[src/sv/psqw_pkg.sv]
// Shared types, constants and configuration codes for the proximity switch qualifier.
`default_nettype none
package psqw_pkg;

    // Sizing
    localparam int CHANNELS     = 2;
    localparam int PINS         = 2;
    localparam int AGE_BITS     = 16;
    localparam int SECONDS_BITS = 24;
    localparam int AGE_OUT_BITS = 16;

    // Configuration port
    localparam int CFG_IDX_BITS  = 3;
    localparam int CFG_DATA_BITS = 12;

    localparam logic [CFG_IDX_BITS-1:0] CFG_ACTIVE_LOW   = 3'd0;
    localparam logic [CFG_IDX_BITS-1:0] CFG_DEBOUNCE     = 3'd1;
    localparam logic [CFG_IDX_BITS-1:0] CFG_INTERVAL     = 3'd2;
    localparam logic [CFG_IDX_BITS-1:0] CFG_DIRTY_MIN    = 3'd3;
    localparam logic [CFG_IDX_BITS-1:0] CFG_IDLE_HOURS   = 3'd4;

    localparam int DEBOUNCE_BITS = 8;
    localparam int INTERVAL_BITS = 12;
    localparam int DIRTY_BITS    = 11;
    localparam int IDLE_BITS     = 8;

    // Time conversion
    localparam int SEC_PER_MIN  = 60;
    localparam int SEC_PER_HOUR = 3600;

    // Thresholds in seconds: 2047 * 60 and 255 * 3600 both fit in 20 bits
    localparam int THR_BITS = 20;

    // Reset values
    localparam logic                     ACTIVE_LOW_RESET = 1'b1;
    localparam logic [DEBOUNCE_BITS-1:0] DEBOUNCE_RESET   = 8'd15;
    localparam logic [INTERVAL_BITS-1:0] INTERVAL_RESET   = 12'd60;
    localparam int                       DIRTY_MIN_RESET  = 60;
    localparam int                       IDLE_HOURS_RESET = 24;
    localparam logic [THR_BITS-1:0] DIRTY_THR_RESET = THR_BITS'(DIRTY_MIN_RESET * SEC_PER_MIN);
    localparam logic [THR_BITS-1:0] IDLE_THR_RESET  = THR_BITS'(IDLE_HOURS_RESET * SEC_PER_HOUR);

    // Compare width for totals against thresholds
    localparam int CMP_BITS = (SECONDS_BITS > THR_BITS) ? SECONDS_BITS : THR_BITS;
    // Compare width for age against the output ceiling
    localparam int AGE_CMP_BITS = (AGE_BITS > AGE_OUT_BITS) ? AGE_BITS : AGE_OUT_BITS;

    typedef struct packed {
        logic                     active_low;
        logic [DEBOUNCE_BITS-1:0] debounce;
        logic [INTERVAL_BITS-1:0] interval;
        logic [THR_BITS-1:0]      dirty_thr;
        logic [THR_BITS-1:0]      idle_thr;
    } cfg_t;

    typedef struct packed {
        logic seed;
        logic consume;
        logic record_strobe;
        logic clear_watch;
    } strobe_t;

    typedef struct packed {
        logic                    active;
        logic                    changed;
        logic [AGE_OUT_BITS-1:0] age;
        logic                    dirty;
        logic                    idle;
    } chan_res_t;

endpackage : psqw_pkg
`default_nettype wire

[src/sv/psqw_cfg.sv]
// Configuration registers with precomputed dirty and idle thresholds in seconds.
`default_nettype none
module psqw_cfg
    import psqw_pkg::*;
(
    input  wire logic                     clk,
    input  wire logic                     rst_n,
    input  wire logic                     cfg_we,
    input  wire logic [CFG_IDX_BITS-1:0]  cfg_index,
    input  wire logic [CFG_DATA_BITS-1:0] cfg_data,
    output cfg_t                          cfg
);

    cfg_t cfg_reg;
    cfg_t cfg_next;

    always_comb
    begin
        cfg_next = cfg_reg;
        if (cfg_we)
        begin
            unique case (cfg_index)
                CFG_ACTIVE_LOW: cfg_next.active_low = cfg_data[0];
                CFG_DEBOUNCE:   cfg_next.debounce   = cfg_data[DEBOUNCE_BITS-1:0];
                CFG_INTERVAL:   cfg_next.interval   = cfg_data[INTERVAL_BITS-1:0];
                CFG_DIRTY_MIN:  cfg_next.dirty_thr  =
                    THR_BITS'(cfg_data[DIRTY_BITS-1:0]) * THR_BITS'(SEC_PER_MIN);
                CFG_IDLE_HOURS: cfg_next.idle_thr   =
                    THR_BITS'(cfg_data[IDLE_BITS-1:0]) * THR_BITS'(SEC_PER_HOUR);
                default:        cfg_next = cfg_reg;
            endcase
        end
    end

    always_ff @(posedge clk or negedge rst_n)
    begin
        if (!rst_n)
        begin
            cfg_reg.active_low <= ACTIVE_LOW_RESET;
            cfg_reg.debounce   <= DEBOUNCE_RESET;
            cfg_reg.interval   <= INTERVAL_RESET;
            cfg_reg.dirty_thr  <= DIRTY_THR_RESET;
            cfg_reg.idle_thr   <= IDLE_THR_RESET;
        end
        else
        begin
            cfg_reg <= cfg_next;
        end
    end

    assign cfg = cfg_reg;

endmodule : psqw_cfg
`default_nettype wire

[src/sv/psqw_chan.sv]
// One channel: edge lockout debounce, change flag, edge age and activity watchdog.
`default_nettype none
module psqw_chan
    import psqw_pkg::*;
(
    input  wire logic clk,
    input  wire logic rst_n,
    input  wire logic advance,
    input  wire logic pin,
    input  strobe_t   strobes,
    input  cfg_t      cfg,
    output chan_res_t res
);

    logic                    level_reg, level_next;
    logic                    prev_raw_reg, prev_raw_next;
    logic                    pending_reg, pending_next;
    logic [AGE_BITS-1:0]     age_reg, age_next;
    logic [SECONDS_BITS-1:0] act_sec_reg, act_sec_next;
    logic [SECONDS_BITS-1:0] inact_sec_reg, inact_sec_next;
    logic                    dirty_reg, dirty_next;
    logic                    idle_reg, idle_next;

    logic                    mapped;
    logic [AGE_BITS-1:0]     age_inc;
    logic                    edge_ok;
    logic [SECONDS_BITS:0]   act_sum;
    logic [SECONDS_BITS:0]   inact_sum;
    logic [SECONDS_BITS-1:0] act_sat;
    logic [SECONDS_BITS-1:0] inact_sat;
    logic [AGE_CMP_BITS-1:0] age_wide;
    logic                    changed_out;

    assign mapped  = cfg.active_low ? ~pin : pin;
    assign age_inc = (&age_reg) ? age_reg : age_reg + AGE_BITS'(1);
    assign edge_ok = (pin != prev_raw_reg)
                   && (age_inc >= AGE_BITS'(cfg.debounce))
                   && (mapped != level_reg);

    assign act_sum   = {1'b0, act_sec_reg} + (SECONDS_BITS + 1)'(cfg.interval);
    assign inact_sum = {1'b0, inact_sec_reg} + (SECONDS_BITS + 1)'(cfg.interval);
    assign act_sat   = act_sum[SECONDS_BITS] ? '1 : act_sum[SECONDS_BITS-1:0];
    assign inact_sat = inact_sum[SECONDS_BITS] ? '1 : inact_sum[SECONDS_BITS-1:0];

    always_comb
    begin
        level_next     = level_reg;
        pending_next   = pending_reg;
        age_next       = age_inc;
        act_sec_next   = act_sec_reg;
        inact_sec_next = inact_sec_reg;
        dirty_next     = dirty_reg;
        idle_next      = idle_reg;
        prev_raw_next  = pin;

        // Seed wins over edge evaluation
        priority if (strobes.seed)
        begin
            level_next   = mapped;
            pending_next = 1'b0;
            age_next     = '0;
        end
        else if (edge_ok)
        begin
            level_next   = mapped;
            pending_next = 1'b1;
            age_next     = '0;
        end
        else
        begin
            level_next   = level_reg;
        end

        if (strobes.record_strobe)
        begin
            if (level_next)
            begin
                act_sec_next   = act_sat;
                inact_sec_next = '0;
                idle_next      = 1'b0;
                dirty_next     = CMP_BITS'(act_sat) >= CMP_BITS'(cfg.dirty_thr);
            end
            else
            begin
                act_sec_next   = '0;
                dirty_next     = 1'b0;
                inact_sec_next = inact_sat;
                idle_next      = CMP_BITS'(inact_sat) >= CMP_BITS'(cfg.idle_thr);
            end
        end

        if (strobes.clear_watch)
        begin
            act_sec_next   = '0;
            inact_sec_next = '0;
            dirty_next     = 1'b0;
            idle_next      = 1'b0;
        end

        changed_out = strobes.consume & pending_next;
        if (strobes.consume)
        begin
            pending_next = 1'b0;
        end
    end

    assign age_wide    = AGE_CMP_BITS'(age_next);
    assign res.active  = level_next;
    assign res.changed = changed_out;
    assign res.age     = (age_wide > AGE_CMP_BITS'({AGE_OUT_BITS{1'b1}}))
                       ? {AGE_OUT_BITS{1'b1}} : age_wide[AGE_OUT_BITS-1:0];
    assign res.dirty   = dirty_next;
    assign res.idle    = idle_next;

    always_ff @(posedge clk or negedge rst_n)
    begin
        if (!rst_n)
        begin
            level_reg     <= 1'b0;
            prev_raw_reg  <= 1'b1;
            pending_reg   <= 1'b0;
            age_reg       <= '0;
            act_sec_reg   <= '0;
            inact_sec_reg <= '0;
            dirty_reg     <= 1'b0;
            idle_reg      <= 1'b0;
        end
        else if (advance)
        begin
            level_reg     <= level_next;
            prev_raw_reg  <= prev_raw_next;
            pending_reg   <= pending_next;
            age_reg       <= age_next;
            act_sec_reg   <= act_sec_next;
            inact_sec_reg <= inact_sec_next;
            dirty_reg     <= dirty_next;
            idle_reg      <= idle_next;
        end
    end

endmodule : psqw_chan
`default_nettype wire

[src/sv/proximity_switch_qualifier_watchdog.sv]
// Top level of the two-channel proximity switch qualifier with stuck and idle watchdog.
// Each input transfer is one millisecond tick carrying both raw pin levels and the seed,
// consume, record and clear strobes; each tick yields exactly one result transfer. The
// tick is captured in an input register, all per-channel work (polarity mapping, edge
// lockout against debounce_ms, change flag, edge age, saturating activity totals and the
// dirty and idle compares) is done in one pass of logic, and the result lands in an output
// register. The block takes one tick per clock cycle while the output is not stalled; each tick
// passes through the input register and then the output register. A stalled output holds its
// result while one more tick waits in the input register, so the input side stalls only when
// both registers are full. Write the configuration registers only while no tick is in flight;
// thresholds in seconds are computed at write time.
`default_nettype none
module proximity_switch_qualifier_watchdog
    import psqw_pkg::*;
(
    input  wire logic                     clk,
    input  wire logic                     rst_n,

    input  wire logic                     cfg_we,
    input  wire logic [CFG_IDX_BITS-1:0]  cfg_index,
    input  wire logic [CFG_DATA_BITS-1:0] cfg_data,

    input  wire logic                     in_valid,
    output logic                          in_stall,
    input  wire logic                     pin_a,
    input  wire logic                     pin_b,
    input  wire logic                     seed,
    input  wire logic                     consume,
    input  wire logic                     record_strobe,
    input  wire logic                     clear_watch,

    output logic                          out_valid,
    input  wire logic                     out_stall,
    output logic                          active_a,
    output logic                          active_b,
    output logic                          changed_a,
    output logic                          changed_b,
    output logic [AGE_OUT_BITS-1:0]       age_a,
    output logic [AGE_OUT_BITS-1:0]       age_b,
    output logic                          dirty_a,
    output logic                          dirty_b,
    output logic                          idle_a,
    output logic                          idle_b
);

    cfg_t cfg;

    // Input stage
    logic            in_vld_reg, in_vld_next;
    logic [PINS-1:0] pins_reg;
    strobe_t         strobes_reg;

    // Output stage
    logic            out_vld_reg, out_vld_next;
    chan_res_t       res_reg [PINS];

    chan_res_t       res     [PINS];
    logic            in_xfer;
    logic            advance;

    psqw_cfg u_cfg (
        .clk       (clk),
        .rst_n     (rst_n),
        .cfg_we    (cfg_we),
        .cfg_index (cfg_index),
        .cfg_data  (cfg_data),
        .cfg       (cfg)
    );

    // Advance the held tick whenever the output register is free or being drained
    assign advance  = in_vld_reg && !(out_vld_reg && out_stall);
    assign in_stall = in_vld_reg && !advance;
    assign in_xfer  = in_valid && !in_stall;

    assign in_vld_next  = in_xfer || (in_vld_reg && !advance);
    assign out_vld_next = advance || (out_vld_reg && out_stall);

    always_ff @(posedge clk or negedge rst_n)
    begin
        if (!rst_n)
        begin
            in_vld_reg  <= 1'b0;
            out_vld_reg <= 1'b0;
        end
        else
        begin
            in_vld_reg  <= in_vld_next;
            out_vld_reg <= out_vld_next;
        end
    end

    // Capture the tick payload on each input transfer
    always_ff @(posedge clk)
    begin
        if (in_xfer)
        begin
            pins_reg                  <= {pin_b, pin_a};
            strobes_reg.seed          <= seed;
            strobes_reg.consume       <= consume;
            strobes_reg.record_strobe <= record_strobe;
            strobes_reg.clear_watch   <= clear_watch;
        end
    end

    // One qualifier per pin; pins beyond the channel count report zero
    for (genvar c = 0; c < PINS; c++)
    begin : g_chan
        if (c < CHANNELS)
        begin : g_used
            psqw_chan u_chan (
                .clk     (clk),
                .rst_n   (rst_n),
                .advance (advance),
                .pin     (pins_reg[c]),
                .strobes (strobes_reg),
                .cfg     (cfg),
                .res     (res[c])
            );
        end
        else
        begin : g_unused
            assign res[c] = '0;
        end

        always_ff @(posedge clk)
        begin
            if (advance)
            begin
                res_reg[c] <= res[c];
            end
        end
    end

    assign out_valid = out_vld_reg;
    assign active_a  = res_reg[0].active;
    assign active_b  = res_reg[1].active;
    assign changed_a = res_reg[0].changed;
    assign changed_b = res_reg[1].changed;
    assign age_a     = res_reg[0].age;
    assign age_b     = res_reg[1].age;
    assign dirty_a   = res_reg[0].dirty;
    assign dirty_b   = res_reg[1].dirty;
    assign idle_a    = res_reg[0].idle;
    assign idle_b    = res_reg[1].idle;

endmodule : proximity_switch_qualifier_watchdog
`default_nettype wire
[config.mk]
export PLATFORM = sky130hd
export DESIGN_NAME = proximity_switch_qualifier_watchdog
export DESIGN_NICKNAME = d
export VERILOG_FILES = /design/src/sv/psqw_pkg.sv /design/src/sv/psqw_cfg.sv /design/src/sv/psqw_chan.sv /design/src/sv/proximity_switch_qualifier_watchdog.sv
export SDC_FILE = /design/constraint.sdc
export NUM_CORES = 1
export LEC_CHECK = 0
export BUFFER_PORTS_ARGS = -buffer_cell sky130_fd_sc_hd__buf_2
export CORE_ASPECT_RATIO = 0.9
export CORE_MARGIN = 5
export CORE_UTILIZATION = 25
export DETAILED_ROUTE_END_ITERATION = 10
export PLACE_DENSITY = 0.44
export SLEW_MARGIN = 40
export SYNTH_ARGS = -nofsm -noshare
export SYNTH_HDL_FRONTEND = slang
export SYNTH_SLANG_ARGS = --single-unit
[constraint.sdc]
create_clock -name clk -period 9.8 [get_ports clk]
set_input_delay 0.98 -clock clk [delete_from_list [all_inputs] [get_ports clk]]
set_output_delay 0.98 -clock clk [all_outputs]
set_load 0.005 [all_outputs]
==> impl_metrics.ini <==
[layout]
flow.area_growth_from_synthesis_pct = 13.7
layout-drive-gt1-share_pct = 11.2
largest_register_ffs = 52
layout.nets = 2102
final_core_util_pct = 28.8

[floorplanning]
fp.dieArea_sq_mm = 0.0736
floorplan.die.width_um = 285
floorplan.initialDensity_pct = 25.4
top_level_ports = 68
fp.dieH_um = 258
placement_rows = 90
placeableCoreArea_sq_mm = 0.0673

[logic_synthesis]
synth.cell_area_sq_mm = 0.0171
avgSynthCellArea_sq_um = 9.41
count_of_flip_flops_with_a_built_in_enable_after_synthesis = 46
mappedNetlistNets = 2047
ys_ff_latch = 238
synth-warning-count = 0
postSynthCellCount = 1815
synthArstFlopShare_pct = 80.7
post_synth_num_cell_types = 79
synth_sequential_area_ratio_pct = 36.4
synth_flop_cell = dfrtp_1

[global_routing]
globalRoute.totalOverflow = 0
first_pass_grt_wire_length_mm = 80.1
vias_in_the_first_global_route = 13900
groute.usage.overall_pct = 13.4
largest_net_degree_at_the_start_of_global_routing = 79
antenna_violations_before_repair = 0

[worst_setup_path]
critical_path.most_common_cell = a21o_1
crit_slowest_cell = or4_1
timing.critical_path.from_type = register
critPathMaxFanout = 12
timing.reg2reg.worst_path_depth = 19
cp_cell_sequence = ha_1, fa_1, a211oi_1, o21bai_1, a21oi_1, o21ai_0, a21oi_1, or4_1, nand2_1, ha_1, a21o_1, a21o_1, a21o_1, a31oi_1, o311a_1, o31ai_1, a211oi_1, nor2_1, a22o_1
cp.required_ns = 10.13
worst_setup_path_end_kind = register
cp.arrival_ns = 5.79
max_stage_delay_ns = 0.50
critPathKind = register to register

[sta]
timing.slew.headroom_pct = 47.4
final-hold-violation-count = 0
setup-violations-final = 0
maxClockFrequency_ghz = 0.183
clock-skew-final_ns = 0.0115
post-route-period-util_pct = 55.7
finalCriticalPeriod_ns = 5.46
grt_setup_unrepaired = false
setup_total_negative_slack_ns = 0
timing.final.max_slew_violations = 0
worst_pin_slew_ns = 0.788
final.setup.worst_slack_ns = 4.34

[clock_tree]
clk_latency_ns = 0.58
cts_htree_levels = 1
number_of_buffers_added_for_setup_after_cts = 0
cts-root-to-sink-buffers = 3
cts-root-buf = clkbuf_16
clk_pin_slew_worst_paths_ns = 0.06
clock_tree_from_tritoncts = yes
clkSinkCount = 238
cts-buffers-inserted = 30
quantity_of_hold_fixing_buffers_added_after_cts = 0
post_cts_resized = 0

[pwr]
power_uw = 3850
powerDensity_mw_per_mm2 = 198
power.ir.vdd_worst_v = 0.000125
static-leakage-power_uw = 0.00879

[run]
max-cap-violations = 0

[detailed_routing]
detail_route.wirelength_mm = 50.1
antenna_viol_nets_final = 0
drt_pass1_iterations = 5
wl_per_cell_um = 18.1
vias = 13900
drtIter0Drc = 873
vias_per_cell = 5.02
post-route-drc-count = 0

[placed_design]
gpl.final_weighted_congestion = 0.852
place.port_buffers = 67
detailed_place_hpwl_mm = 37.1
pre_cts_slack_ns = 4.34

[min_path]
tightest_hold_check_type = input pin to asynchronous set/reset pin

[outcome]
status = complete, no violations
stage by stage:
stage / hold WS [ns] / cell area [sq um] / cells
4_1_cts: 0.487 / 19400 / 2767
3_3_place_gp: 0.468 / 18400 / 2712
5_1_grt: 0.477 / 19400 / 2767
2_1_floorplan: 0.450 / 17100 / 1815
3_5_place_dp: 0.474 / 18400 / 2712
6_report: 0.408 / 19400 / 2768
cell usage in the layout (no fill, tap or decap), types with 11 or more instances in the layout:
cell       netlist  layout
a211oi_1        16      16
a21o_1          29      29
a21oi_1        106     105
a22o_1          65      65
a31oi_1         11      11
and2_1          15      14
and3_1          25      24
buf_2           11      66
buf_4            2      12
clkbuf_16        0      31
dfrtp_1        172     172
dfstp_2         20      20
edfxtp_1        46      46
fa_1            25      25
ha_1           181     181
inv_1           84      83
mux2_2          35      35
nand2_1        204     204
nand2b_1        23      23
nand3_1         46      44
nand4_1         22      22
nor2_1         146     146
nor2b_1         23      23
nor3_1          24      23
nor4_1          13      13
o21a_1          30      30
o21ai_0        113     113
o21bai_1        12      11
o31ai_1         33      32
xnor2_1         46      46
xor2_1          46      46
routing by layer:
metal / GRT usage (%) / vias up / wire length [um]
li1: - / 6763 / -
met1: 20.9 / 6775 / 26600
met2: 19.8 / 306 / 20300
met3: 1.55 / 59 / 2080
met4: 2.95 / 0 / 1080
met5: 0 / - / 0
cells by family (layout without fill, tap and decap cells):
logic type / Yosys count / after routing / synth area share [%]
other: 0 / 1 / 0
buffers and inverters: 143 / 221 / 3.40
AOI/OAI and AO/OA: 496 / 496 / 19.5
xor gates and xnor gates: 92 / 92 / 4.72
and+or+nand+nor: 595 / 595 / 16.9
adders and majority gates: 206 / 206 / 16.2
DFF: 238 / 238 / 36.4
muxes: 45 / 45 / 2.89
worst max-delay path: cells and delay by family (launching register included):
kind            cells  cell delay (ns)
fa+ha+maj           3             1.04
simple gates        3             0.73
compound gates     13             2.97
flops               1             0.46
power breakdown:
group	total [uW]	internal (uW)	switching [uW]
sequential	1280	1160	115
clock	1130	684	451
combinational	1440	585	856
final cells by class:
class / count / area, sq um
fillers: 7134 / 47900
multi-input cells: 1434 / 10300
flip-flops and latches: 238 / 6210
well taps: 874 / 1090
clock buffers: 42 / 857
repair buffers: 82 / 469
inverters: 84 / 315
clock inverters: 13 / 144
diodes: 1 / 2.50
path summary, 6_finish.rpt:
check                              start  slack [ns]       endpoint
min                                rst_n        0.41     in_vld_reg
min reg2reg                u_cfg.cfg[15]        0.48  u_cfg.cfg[15]
max                        u_cfg.cfg[40]        4.34  res_reg[0][0]
max in group asynchronous          rst_n        7.74  u_cfg.cfg[35]
max reg2reg                u_cfg.cfg[40]        4.34  res_reg[0][0]
min in group clk           u_cfg.cfg[15]        0.48  u_cfg.cfg[15]
synth_stat cells (all sizes together) (10+ instances only):
master / count / area (sq um)
nand2: 204 / 766
ha: 181 / 2260
dfrtp: 172 / 4300
nor2: 146 / 548
o21ai: 121 / 606
a21oi: 106 / 531
inv: 84 / 315
a22o: 65 / 569
edfxtp: 46 / 1380
nand3: 46 / 230
xnor2: 46 / 403
xor2: 46 / 403
clkbuf: 42 / 158
mux2: 35 / 394
o31ai: 33 / 248
o21a: 30 / 225
a21o: 29 / 218
and3: 25 / 156
fa: 25 / 500
nor3: 25 / 136
nand2b: 24 / 158
nand4: 24 / 171
nor2b: 23 / 144
dfstp: 20 / 526
buf: 17 / 108
a211oi: 16 / 120
and2: 16 / 103
nor4: 15 / 115
o21bai: 12 / 90.1
a31oi: 11 / 68.8
mux2i: 10 / 100
or3: 10 / 62.6
No activity file was read; power rests on OpenSTA's default activity.
